===== config.mk =====
export PLATFORM = sky130hd
export DESIGN_NAME = ternary_packed_dot_accumulate_unit
export DESIGN_NICKNAME = d
export VERILOG_FILES = /design/src/sv/tpda_pkg.sv /design/src/sv/tpda_front.sv /design/src/sv/tpda_queue.sv /design/src/sv/tpda_back.sv /design/src/sv/ternary_packed_dot_accumulate_unit.sv
export SDC_FILE = /design/constraint.sdc
export NUM_CORES = 2
export LEC_CHECK = 0
export BUFFER_PORTS_ARGS = -buffer_cell sky130_fd_sc_hd__buf_2
export CAP_MARGIN = 20
export CELL_PAD_IN_SITES_DETAIL_PLACEMENT = 1
export CELL_PAD_IN_SITES_GLOBAL_PLACEMENT = 1
export CORE_MARGIN = 2
export CORE_UTILIZATION = 45
export DETAILED_ROUTE_END_ITERATION = 7
export GPL_TIMING_DRIVEN = 0
export HOLD_SLACK_MARGIN = 0.1
export MAX_ROUTING_LAYER = met4
export PLACE_DENSITY = 0.88
export SYNTH_ARGS = -nofsm -noshare
export SYNTH_HDL_FRONTEND = slang
export SYNTH_SLANG_ARGS = --single-unit

===== constraint.sdc =====
create_clock -name clk -period 13.1 [get_ports clk]
set_input_delay 2.62 -clock clk [delete_from_list [all_inputs] [get_ports clk]]
set_output_delay 2.62 -clock clk [all_outputs]
set_load 0.1 [all_outputs]

===== src/sv/tpda_pkg.sv =====
// ----------------------------------------------------------------------------
// tpda_pkg
// Shared types, constants and the weight code decoder for the ternary packed
// dot accumulate unit.
// ----------------------------------------------------------------------------
package tpda_pkg;

  localparam int MAX_LANES   = 4;
  localparam int NUM_ACT     = 5;
  localparam int ACT_W       = 8;
  localparam int SUM_W       = 32;
  // Five terms of at most 128 in magnitude fit in eleven signed bits.
  localparam int DOT_W       = 11;
  localparam int CODE_LIMIT  = 121;
  localparam int QUEUE_DEPTH = 2;
  localparam int RES_DEPTH   = 2;

  // Place value of each trit, most significant first.
  localparam int unsigned PLACE [NUM_ACT] = '{81, 27, 9, 3, 1};

  typedef logic signed [ACT_W-1:0] act_t;
  typedef logic [SUM_W-1:0] sum_t;

  typedef struct packed {
    logic pos;
    logic neg;
  } trit_t;

  typedef struct packed {
    trit_t [NUM_ACT-1:0] trit;
    logic                bad;
  } lane_code_t;

  typedef struct packed {
    act_t       [NUM_ACT-1:0]   act;
    lane_code_t [MAX_LANES-1:0] lane;
    logic                       last;
  } item_t;

  typedef struct packed {
    sum_t [MAX_LANES-1:0] sum;
    logic                 bad;
  } res_t;

  // Splits a code into balanced trits. A code out of range gives all-zero
  // trits, so it adds nothing, and raises the bad flag. Each base-3 digit is
  // found by comparing the remainder with one and two times its place value
  // and taking off what the digit accounts for.
  function automatic lane_code_t decode_code(input act_t code);
    lane_code_t r;
    logic [7:0] u;
    logic [1:0] d;
    r = '0;
    u = '0;
    d = '0;
    if (int'(code) < -CODE_LIMIT || int'(code) > CODE_LIMIT) begin
      r.bad = 1'b1;
    end else begin
      u = 8'(int'(code) + CODE_LIMIT);
      for (int i = 0; i < NUM_ACT; i++) begin
        if (u >= 8'(2 * PLACE[i])) begin
          d = 2'd2;
          u = u - 8'(2 * PLACE[i]);
        end else if (u >= 8'(PLACE[i])) begin
          d = 2'd1;
          u = u - 8'(PLACE[i]);
        end else begin
          d = 2'd0;
        end
        r.trit[i].pos = (d == 2'd2);
        r.trit[i].neg = (d == 2'd0);
      end
    end
    return r;
  endfunction

endpackage


===== src/sv/tpda_front.sv =====
// ----------------------------------------------------------------------------
// tpda_front
// Classifies an incoming beat: decodes each packed weight code into trits and
// flags codes that are out of range.
// ----------------------------------------------------------------------------
module tpda_front (
  input  tpda_pkg::act_t  act0,
  input  tpda_pkg::act_t  act1,
  input  tpda_pkg::act_t  act2,
  input  tpda_pkg::act_t  act3,
  input  tpda_pkg::act_t  act4,
  input  tpda_pkg::act_t  weight_code0,
  input  tpda_pkg::act_t  weight_code1,
  input  tpda_pkg::act_t  weight_code2,
  input  tpda_pkg::act_t  weight_code3,
  input  logic            last_group,
  output tpda_pkg::item_t item
);

  always_comb begin
    item.act[0]  = act0;
    item.act[1]  = act1;
    item.act[2]  = act2;
    item.act[3]  = act3;
    item.act[4]  = act4;
    item.lane[0] = tpda_pkg::decode_code(weight_code0);
    item.lane[1] = tpda_pkg::decode_code(weight_code1);
    item.lane[2] = tpda_pkg::decode_code(weight_code2);
    item.lane[3] = tpda_pkg::decode_code(weight_code3);
    item.last    = last_group;
  end

endmodule


===== src/sv/tpda_queue.sv =====
// ----------------------------------------------------------------------------
// tpda_queue
// Short queue of decoded beats between the front and the accumulating back.
// ----------------------------------------------------------------------------
module tpda_queue (
  input  logic            clk,
  input  logic            rst,
  input  logic            wr_en,
  input  tpda_pkg::item_t wr_item,
  output logic            full,
  input  logic            rd_en,
  output tpda_pkg::item_t rd_item,
  output logic            valid
);

  localparam int PTR_W = $clog2(tpda_pkg::QUEUE_DEPTH);
  localparam int CNT_W = $clog2(tpda_pkg::QUEUE_DEPTH + 1);

  tpda_pkg::item_t  mem [tpda_pkg::QUEUE_DEPTH];
  logic [PTR_W-1:0] wr_ptr;
  logic [PTR_W-1:0] rd_ptr;
  logic [CNT_W-1:0] count;

  assign full    = (count == CNT_W'(tpda_pkg::QUEUE_DEPTH));
  assign valid   = (count != '0);
  assign rd_item = mem[rd_ptr];

  always_ff @(posedge clk) begin
    if (wr_en) begin
      mem[wr_ptr] <= wr_item;
    end
  end

  always_ff @(posedge clk) begin
    if (rst) begin
      wr_ptr <= '0;
      rd_ptr <= '0;
      count  <= '0;
    end else begin
      if (wr_en) begin
        wr_ptr <= (wr_ptr == PTR_W'(tpda_pkg::QUEUE_DEPTH - 1)) ? '0 : wr_ptr + 1'b1;
      end
      if (rd_en) begin
        rd_ptr <= (rd_ptr == PTR_W'(tpda_pkg::QUEUE_DEPTH - 1)) ? '0 : rd_ptr + 1'b1;
      end
      count <= count + CNT_W'(wr_en) - CNT_W'(rd_en);
    end
  end

endmodule


===== src/sv/tpda_back.sv =====
// ----------------------------------------------------------------------------
// tpda_back
// Forms the five-term ternary dot product of each lane, adds it to the lane
// sums and, on the last group, moves the sums into a small result buffer.
// ----------------------------------------------------------------------------
module tpda_back #(
  parameter int LANES = tpda_pkg::MAX_LANES
) (
  input  logic            clk,
  input  logic            rst,
  input  logic            in_valid,
  input  tpda_pkg::item_t in_item,
  output logic            in_take,
  input  logic            pop,
  output logic            empty,
  output tpda_pkg::res_t  res
);

  localparam int PTR_W = $clog2(tpda_pkg::RES_DEPTH);
  localparam int CNT_W = $clog2(tpda_pkg::RES_DEPTH + 1);

  logic signed [tpda_pkg::DOT_W-1:0] dot [tpda_pkg::MAX_LANES];
  tpda_pkg::sum_t acc      [tpda_pkg::MAX_LANES];
  tpda_pkg::sum_t acc_next [tpda_pkg::MAX_LANES];
  logic           err;
  logic           err_next;

  tpda_pkg::res_t   res_mem [tpda_pkg::RES_DEPTH];
  tpda_pkg::res_t   res_new;
  logic [PTR_W-1:0] wr_ptr;
  logic [PTR_W-1:0] rd_ptr;
  logic [CNT_W-1:0] count;
  logic             res_wr;
  logic             res_rd;

  // A non-final beat never needs buffer space, so only the last one waits.
  assign in_take = in_valid &&
                   (!in_item.last || count != CNT_W'(tpda_pkg::RES_DEPTH));
  assign res_wr  = in_take && in_item.last;
  assign empty   = (count == '0);
  assign res_rd  = pop && !empty;
  assign res     = res_mem[rd_ptr];

  always_comb begin
    err_next = err;
    for (int l = 0; l < tpda_pkg::MAX_LANES; l++) begin
      dot[l] = '0;
      for (int i = 0; i < tpda_pkg::NUM_ACT; i++) begin
        if (in_item.lane[l].trit[i].pos) begin
          dot[l] = dot[l] + tpda_pkg::DOT_W'(in_item.act[i]);
        end else if (in_item.lane[l].trit[i].neg) begin
          dot[l] = dot[l] - tpda_pkg::DOT_W'(in_item.act[i]);
        end
      end
      if (l < LANES) begin
        acc_next[l] = acc[l] + tpda_pkg::SUM_W'(dot[l]);
        err_next    = err_next | in_item.lane[l].bad;
      end else begin
        acc_next[l] = '0;
      end
    end
    for (int l = 0; l < tpda_pkg::MAX_LANES; l++) begin
      res_new.sum[l] = acc_next[l];
    end
    res_new.bad = err_next;
  end

  always_ff @(posedge clk) begin
    if (rst) begin
      for (int l = 0; l < tpda_pkg::MAX_LANES; l++) begin
        acc[l] <= '0;
      end
      err <= 1'b0;
    end else if (in_take) begin
      for (int l = 0; l < tpda_pkg::MAX_LANES; l++) begin
        acc[l] <= in_item.last ? '0 : acc_next[l];
      end
      err <= in_item.last ? 1'b0 : err_next;
    end
  end

  always_ff @(posedge clk) begin
    if (res_wr) begin
      res_mem[wr_ptr] <= res_new;
    end
  end

  always_ff @(posedge clk) begin
    if (rst) begin
      wr_ptr <= '0;
      rd_ptr <= '0;
      count  <= '0;
    end else begin
      if (res_wr) begin
        wr_ptr <= (wr_ptr == PTR_W'(tpda_pkg::RES_DEPTH - 1)) ? '0 : wr_ptr + 1'b1;
      end
      if (res_rd) begin
        rd_ptr <= (rd_ptr == PTR_W'(tpda_pkg::RES_DEPTH - 1)) ? '0 : rd_ptr + 1'b1;
      end
      count <= count + CNT_W'(res_wr) - CNT_W'(res_rd);
    end
  end

endmodule


===== src/sv/ternary_packed_dot_accumulate_unit.sv =====
// ----------------------------------------------------------------------------
// ternary_packed_dot_accumulate_unit
// Accumulates five-trit packed ternary dot products into four 32-bit lane
// sums and delivers the sums and a sticky bad-code flag at each last group.
//
//   Channel  | Handshake          | Beat contents
//   ---------+--------------------+--------------------------------------------
//   input    | push / full        | act0..act4, weight_code0..3, last_group
//   result   | pop / empty        | sum0..sum3, bad_code
//
// One beat per cycle is sustained while no last-group beat waits for result
// buffer space; the lane adders in the back stage take one beat per cycle.
// A last group's result needs queue write, then accumulation into the buffer.
// Reset (synchronous) clears the lane sums, the error flag and both queues.
// A stalled result side holds back only last-group beats once its two-entry
// buffer is full; the two-entry input queue then fills and raises full.
// ----------------------------------------------------------------------------
module ternary_packed_dot_accumulate_unit #(
  parameter int LANES = tpda_pkg::MAX_LANES
) (
  input  logic                        clk,
  input  logic                        rst,
  input  logic                        push,
  output logic                        full,
  input  logic signed [7:0]           act0,
  input  logic signed [7:0]           act1,
  input  logic signed [7:0]           act2,
  input  logic signed [7:0]           act3,
  input  logic signed [7:0]           act4,
  input  logic signed [7:0]           weight_code0,
  input  logic signed [7:0]           weight_code1,
  input  logic signed [7:0]           weight_code2,
  input  logic signed [7:0]           weight_code3,
  input  logic                        last_group,
  input  logic                        pop,
  output logic                        empty,
  output logic signed [31:0]          sum0,
  output logic signed [31:0]          sum1,
  output logic signed [31:0]          sum2,
  output logic signed [31:0]          sum3,
  output logic                        bad_code
);

  tpda_pkg::item_t front_item;
  tpda_pkg::item_t queue_item;
  logic            queue_valid;
  logic            queue_take;
  tpda_pkg::res_t  res;

  tpda_front u_front (
    .act0         (act0),
    .act1         (act1),
    .act2         (act2),
    .act3         (act3),
    .act4         (act4),
    .weight_code0 (weight_code0),
    .weight_code1 (weight_code1),
    .weight_code2 (weight_code2),
    .weight_code3 (weight_code3),
    .last_group   (last_group),
    .item         (front_item)
  );

  tpda_queue u_queue (
    .clk     (clk),
    .rst     (rst),
    .wr_en   (push && !full),
    .wr_item (front_item),
    .full    (full),
    .rd_en   (queue_take),
    .rd_item (queue_item),
    .valid   (queue_valid)
  );

  tpda_back #(
    .LANES (LANES)
  ) u_back (
    .clk      (clk),
    .rst      (rst),
    .in_valid (queue_valid),
    .in_item  (queue_item),
    .in_take  (queue_take),
    .pop      (pop),
    .empty    (empty),
    .res      (res)
  );

  assign sum0     = $signed(res.sum[0]);
  assign sum1     = $signed(res.sum[1]);
  assign sum2     = $signed(res.sum[2]);
  assign sum3     = $signed(res.sum[3]);
  assign bad_code = res.bad;

endmodule


-- Word level (Yosys, flattened, before mapping)
Memory sizes are Yosys's and may differ from the RTL's. A register that Yosys moved wholly into a read port is not among the register bits.
Cells that the tools add are included.
- $add $sub $neg: 81
- $lt $le $gt $ge: 48
- equality and inequality tests: 22
- muxes and demuxes: 182
- bitwise operators: 8
- reductions and logical operators: 34
- operator list (operator ; number):
    11-bit two-way mux ; 40
    8-bit two-way mux ; 48
    32-bit two-way mux ; 8
    11-bit by 8-bit adder with 11-bit output ; 16
    11-bit by 8-bit subtractor with 11-bit output ; 16
    32-bit adder ; 4
    2-bit two-way mux ; 40
    8-bit by 2-bit greater-or-equal comparator with 1-bit output (second input constant) ; 8
    8-bit by 5-bit greater-or-equal comparator with 1-bit output (second input constant) ; 8
    8-bit by 5-bit subtractor with 8-bit output (second input constant) ; 8
    2-bit equality test (second input constant) ; 21
    2-bit zero test ; 21
    1-bit two-way mux ; 42
    10-bit two-way mux ; 4
    8-bit adder (second input constant) ; 4
    8-bit by 1-bit greater-or-equal comparator with 1-bit output (second input constant) ; 4
    8-bit by 3-bit greater-or-equal comparator with 1-bit output (second input constant) ; 4
    8-bit by 4-bit greater-or-equal comparator with 1-bit output (second input constant) ; 4
    8-bit by 6-bit greater-or-equal comparator with 1-bit output (second input constant) ; 4
    8-bit by 7-bit greater-or-equal comparator with 1-bit output (second input constant) ; 4
    8-bit greater-or-equal comparator (second input constant) ; 4
    8-bit > comparator (second input constant) ; 4
    8-bit less-than comparator (second input constant) ; 4
    8-bit by 2-bit subtractor with 8-bit output (second input constant) ; 4
    15 further kinds ; 51
- register bits: 9
- memory bits (writable): 556
- input bits: 77
- output and inout port bits: 131
- word-level logic and storage cells: 385
- memories: 3
- memories (name ; depth ; width ; rd ports ; clocked after Yosys merged registers in ; write ports ; line ; text):
    u_back.res_mem ; 2 ; 129 ; 1 ; 1 ; 1 ; tpda_back.sv:28 ; tpda_pkg::res_t res_mem [tpda_pkg::RES_DEPTH];
    u_queue.mem ; 2 ; 85 ; 1 ; 1 ; 1 ; tpda_queue.sv:19 ; tpda_pkg::item_t mem [tpda_pkg::QUEUE_DEPTH];
    u_back.acc ; 4 ; 32 ; 4 ; 0 ; 4 ; tpda_back.sv:23 ; tpda_pkg::sum_t acc [tpda_pkg::MAX_LANES];

-- Longest topological paths before layout
- word-level depth: 23
- gate-level depth with buffers: 60
- depth with buffers taken out: 55

-- By module
From an unflattened synthesis, not the netlist that was laid out.
- cells, all modules: 5358
- area, all modules: 51500.6 um2
- by module, submodules not included (module ; instances ; cells an instance ; area an instance (um2) ; sequential area each (um2)):
    tpda_back ; 1 ; 3839 ; 36406.2 ; 11711.2
    tpda_front ; 1 ; 1233 ; 8720.9 ; 0.0
    tpda_queue ; 1 ; 285 ; 6359.8 ; 5205.0
    ternary_packed_dot_accumulate_unit ; 1 ; 1 ; 13.8 ; 0.0

-- Worst setup path before layout
No wires, ideal clock.
- path kind: reg-to-reg
- start point: register with a tool-made name
- end point: memory u_back.acc[2][30] (netlist name) (data pin)
- setup time: 0.255 ns
- arrival: 13.502 ns
- data required time: 12.845 ns
- slack: -0.657 ns
- stages on the path, launching flop included: 53
- path buffers: 8
- clock period less this slack: 13.757 ns
- cells stage by stage: dfxtp_1 clkbuf_1 clkbuf_1 clkbuf_1 clkbuf_1 clkbuf_1 buf_1 clkbuf_1 buf_1 mux2i_1 inv_1 fa_1 nand2_1 a31oi_1 inv_1 ha_1 inv_1 a21oi_1 (+17 left out) a21o_1 a21o_1 a221oi_1 a21oi_1 xnor2_1 xnor2_1 ha_1 nor3_1 nor2_1 a31oi_1 a211oi_1 a2111oi_0 a22oi_1 a21o_1 a21oi_1 o21ai_0 xor2_1 and2_1
- RTL lines (what ; line):
    end, declared ; tpda_back.sv:23

==> impl_metrics.toml <==
[place]
gp_congestion = 0.930
place_ws_ns = -5.13
port_buffers = 202
place_hpwl_mm = 122

[synth]
syn-num-nets = 5663
synth_compound_area_share_pct = 23.3
async_flop_share_pct = 0
syn_area_um2 = 48600
synth-xor-area-share_pct = 3.95
synth_top_area_share_pct = 34.3
yosysWarnings = 0
synth-simple-area-share_pct = 13.6
synth_mux_area_share_pct = 6.02
ys_top_cells_by_area = "edfxtp_1 (34%), ha_1 (13%), mux2_2 (4.3%)"
synth_area_leader_cell = "edfxtp_1"
ys_seq_elements = 567
post-synth-top-count-cell = "edfxtp_1"
yosys-top-cells-count = "edfxtp_1 (556), ha_1 (520), nor2_1 (439)"
synth_fa_ha_area_share_pct = 14.9
ys_types = 118
synth_edf_count = 556
synth_seq_area_share_pct = 34.8
synth_top_family_by_area = "compound AO/OA/AOI/OAI gates"
syn-instance-count = 5030
syn_avg_cell_area_um2 = 9.66
ys.flop_type = "edfxtp_1"

[sta]
skew_ns = 0.0399
min_period_ns = 12.68
max-slew-margin-rel_pct = 22.4
period_share_pct = 96.8
rsz0062_at_grt = "yes"
slew_viol_final = 0
fin_ws_ns = 0.421
hold_viol_final = 0
worst_pin_slew_ns = 1.13
fmax_ghz = 0.0789
finalSetupViolations = 0

[worst_setup_path]
reg2regPathDepth = 55
cpPeakStageDelay_ns = 0.57
cp_common_cell = "nor2_1"
critPathRequiredTime_ns = 13.50
crit_fanout = 17
regToRegSetupSlack_ns = 0.42
crit_type = "flop to flop"
crit_slowest_cell = "fa_1"
worstSetupStartpointType = "flop"
end_kind = "flop"
r2r-end = "u_back.acc[1][31]"
arrival_ns = 13.07

[hold_path]
min_from = "u_queue.count[1]"
hold_class = "flop to flop"
holdPathEnd = "u_queue.count[1]"
holdPathStages = 2

[clock_network]
root_buffer = "clkbuf_16"
cts_max_path_buffers = 3
htreeDepth = 3
hold_buffers = 0
clock_latency_ns = 0.66
clk_pin_slew_ns = 0.06
cts_num_sinks = 567
cts_made_buffers = 66
cts_tree = "done"

[floorplanning]
start_util_pct = 45.4
die_h_um = 333
core_um2 = 107000
dieArea_um2 = 111000
die_w_um = 333
io-pin-count = 208
rows = 120

[drt]
dr.first_iter.drc_count = 3362
drtPass1Iterations = 5
wirelength_mm = 168
via_per_inst = 6.42
antenna_left = 0
num_vias = 43800
wire_per_inst_um = 24.7
drc = 0

[finish]
num-nets-final = 5991
drive_gt1_share_pct = 13.6
syn_to_final_growth_pct = 12.8

[global_routing]
grt_max_degree = 83
antenna_found_initial = 10
grt_pass1_wl_mm = 260
grt_usage_pct = 30.1
grt_remaining_overflow = 0
grt_pass1_vias = 45700

[job]
drv_cap = 0

[status]
status = "complete, no violations"
## per-stage QoR
step / cells / util, % / hold WS, ns / TNS, ns / cell area, µm²
2_1_floorplan: 5030 / - / 0.444 / -0.00148 / 48700
3_3_place_gp: 6635 / 48.0 / 0.495 / -2195.10 / 51400
3_5_place_dp: 6666 / 48.6 / 0.531 / -1033.25 / 52000
4_1_cts: 6793 / 50.9 / 0.550 / 0 / 54500
5_1_grt: 6815 / 51.2 / 0.577 / -0.399 / 54800
6_report: 6818 / 51.2 / 0.554 / 0 / 54800
## worst max-delay path by stage
stage / endpoint / slack (ns) / cells after the start
floorplan: u_back.acc[2][30] / -0.001 / 52
CTS: u_back.acc[0][31] / 0.06 / 59
detailed placement: u_back.acc[3][31] / -5.13 / 53
global placement: u_back.acc[2][30] / -7.01 / 47
global route: u_back.acc[1][31] / -0.19 / 58
finish: u_back.acc[1][31] / 0.42 / 55
## logic make-up after synthesis
kind of cell	count (synthesis)
simple gates	1378
flops	567
compound gates	1614
xor+xnor	214
fa+ha+maj	557
mux	269
buf+inv	431
## layer usage
| layer | global-route usage [%] | routed length, µm |
|---|---|---|
| met5 | - | 0 |
| met4 | 13.6 | 8010 |
| met3 | 3.98 | 10300 |
| met2 | 51.9 | 83200 |
| met1 | 34.9 | 66900 |
## placed cells by master (no fill, tap or decap), types with 155 or more instances in the layout
master / count
edfxtp_1: 556
ha_1: 520
nor2_1: 438
a21oi_1: 375
nand2_1: 324
inv_1: 292
buf_2: 228
mux2_2: 185
o21bai_1: 176
o21ai_0: 166
and2_1: 157
xnor2_1: 155
## registers in the layout (all words and copies together), names as in the netlist, named ones only
name	flops
u_back.acc	128
u_back.count	2
u_back.err	1
u_back.rd_ptr	1
u_back.res_mem	258
u_back.wr_ptr	1
u_queue.count	2
u_queue.mem	170
u_queue.rd_ptr	1
u_queue.wr_ptr	1
## timing repair
action | 4_1_cts | 5_1_grt
pin swaps | 8 | 12
setup buffers | 14 | 15
resized for setup | 49 | 39
setup endpoints to repair | 355 | 90
gates cloned | 1 | 0
## area by class of cell
class / count / area [µm²]
Inverter: 299 / 1130
Fill cell: 12100 / 52200
Timing Repair Buffer: 263 / 1800
Sequential cell: 567 / 16900
Buffer: 128 / 579
Clock buffer: 77 / 1710
Tap cell: 1403 / 1760
Antenna cell: 10 / 25.0
Multi-Input combinational cell: 4033 / 30400
Clock inverter: 38 / 472
## critical path: cells and delay by family (launching register included)
kind	cells	cell delay, ns
adder cells (fa/ha/maj)	6	2.14
flip-flops	1	0.35
buffers and inverters	13	2.55
XOR/XNOR	3	0.54
AO/OA/AOI/OAI	18	4.34
AND/OR/NAND/NOR	14	1.90
multiplexers	1	0.47
Power is left out: the tool's default activity adds up to more than one toggle a clock period on the data nets, which glitch-free logic cannot reach.
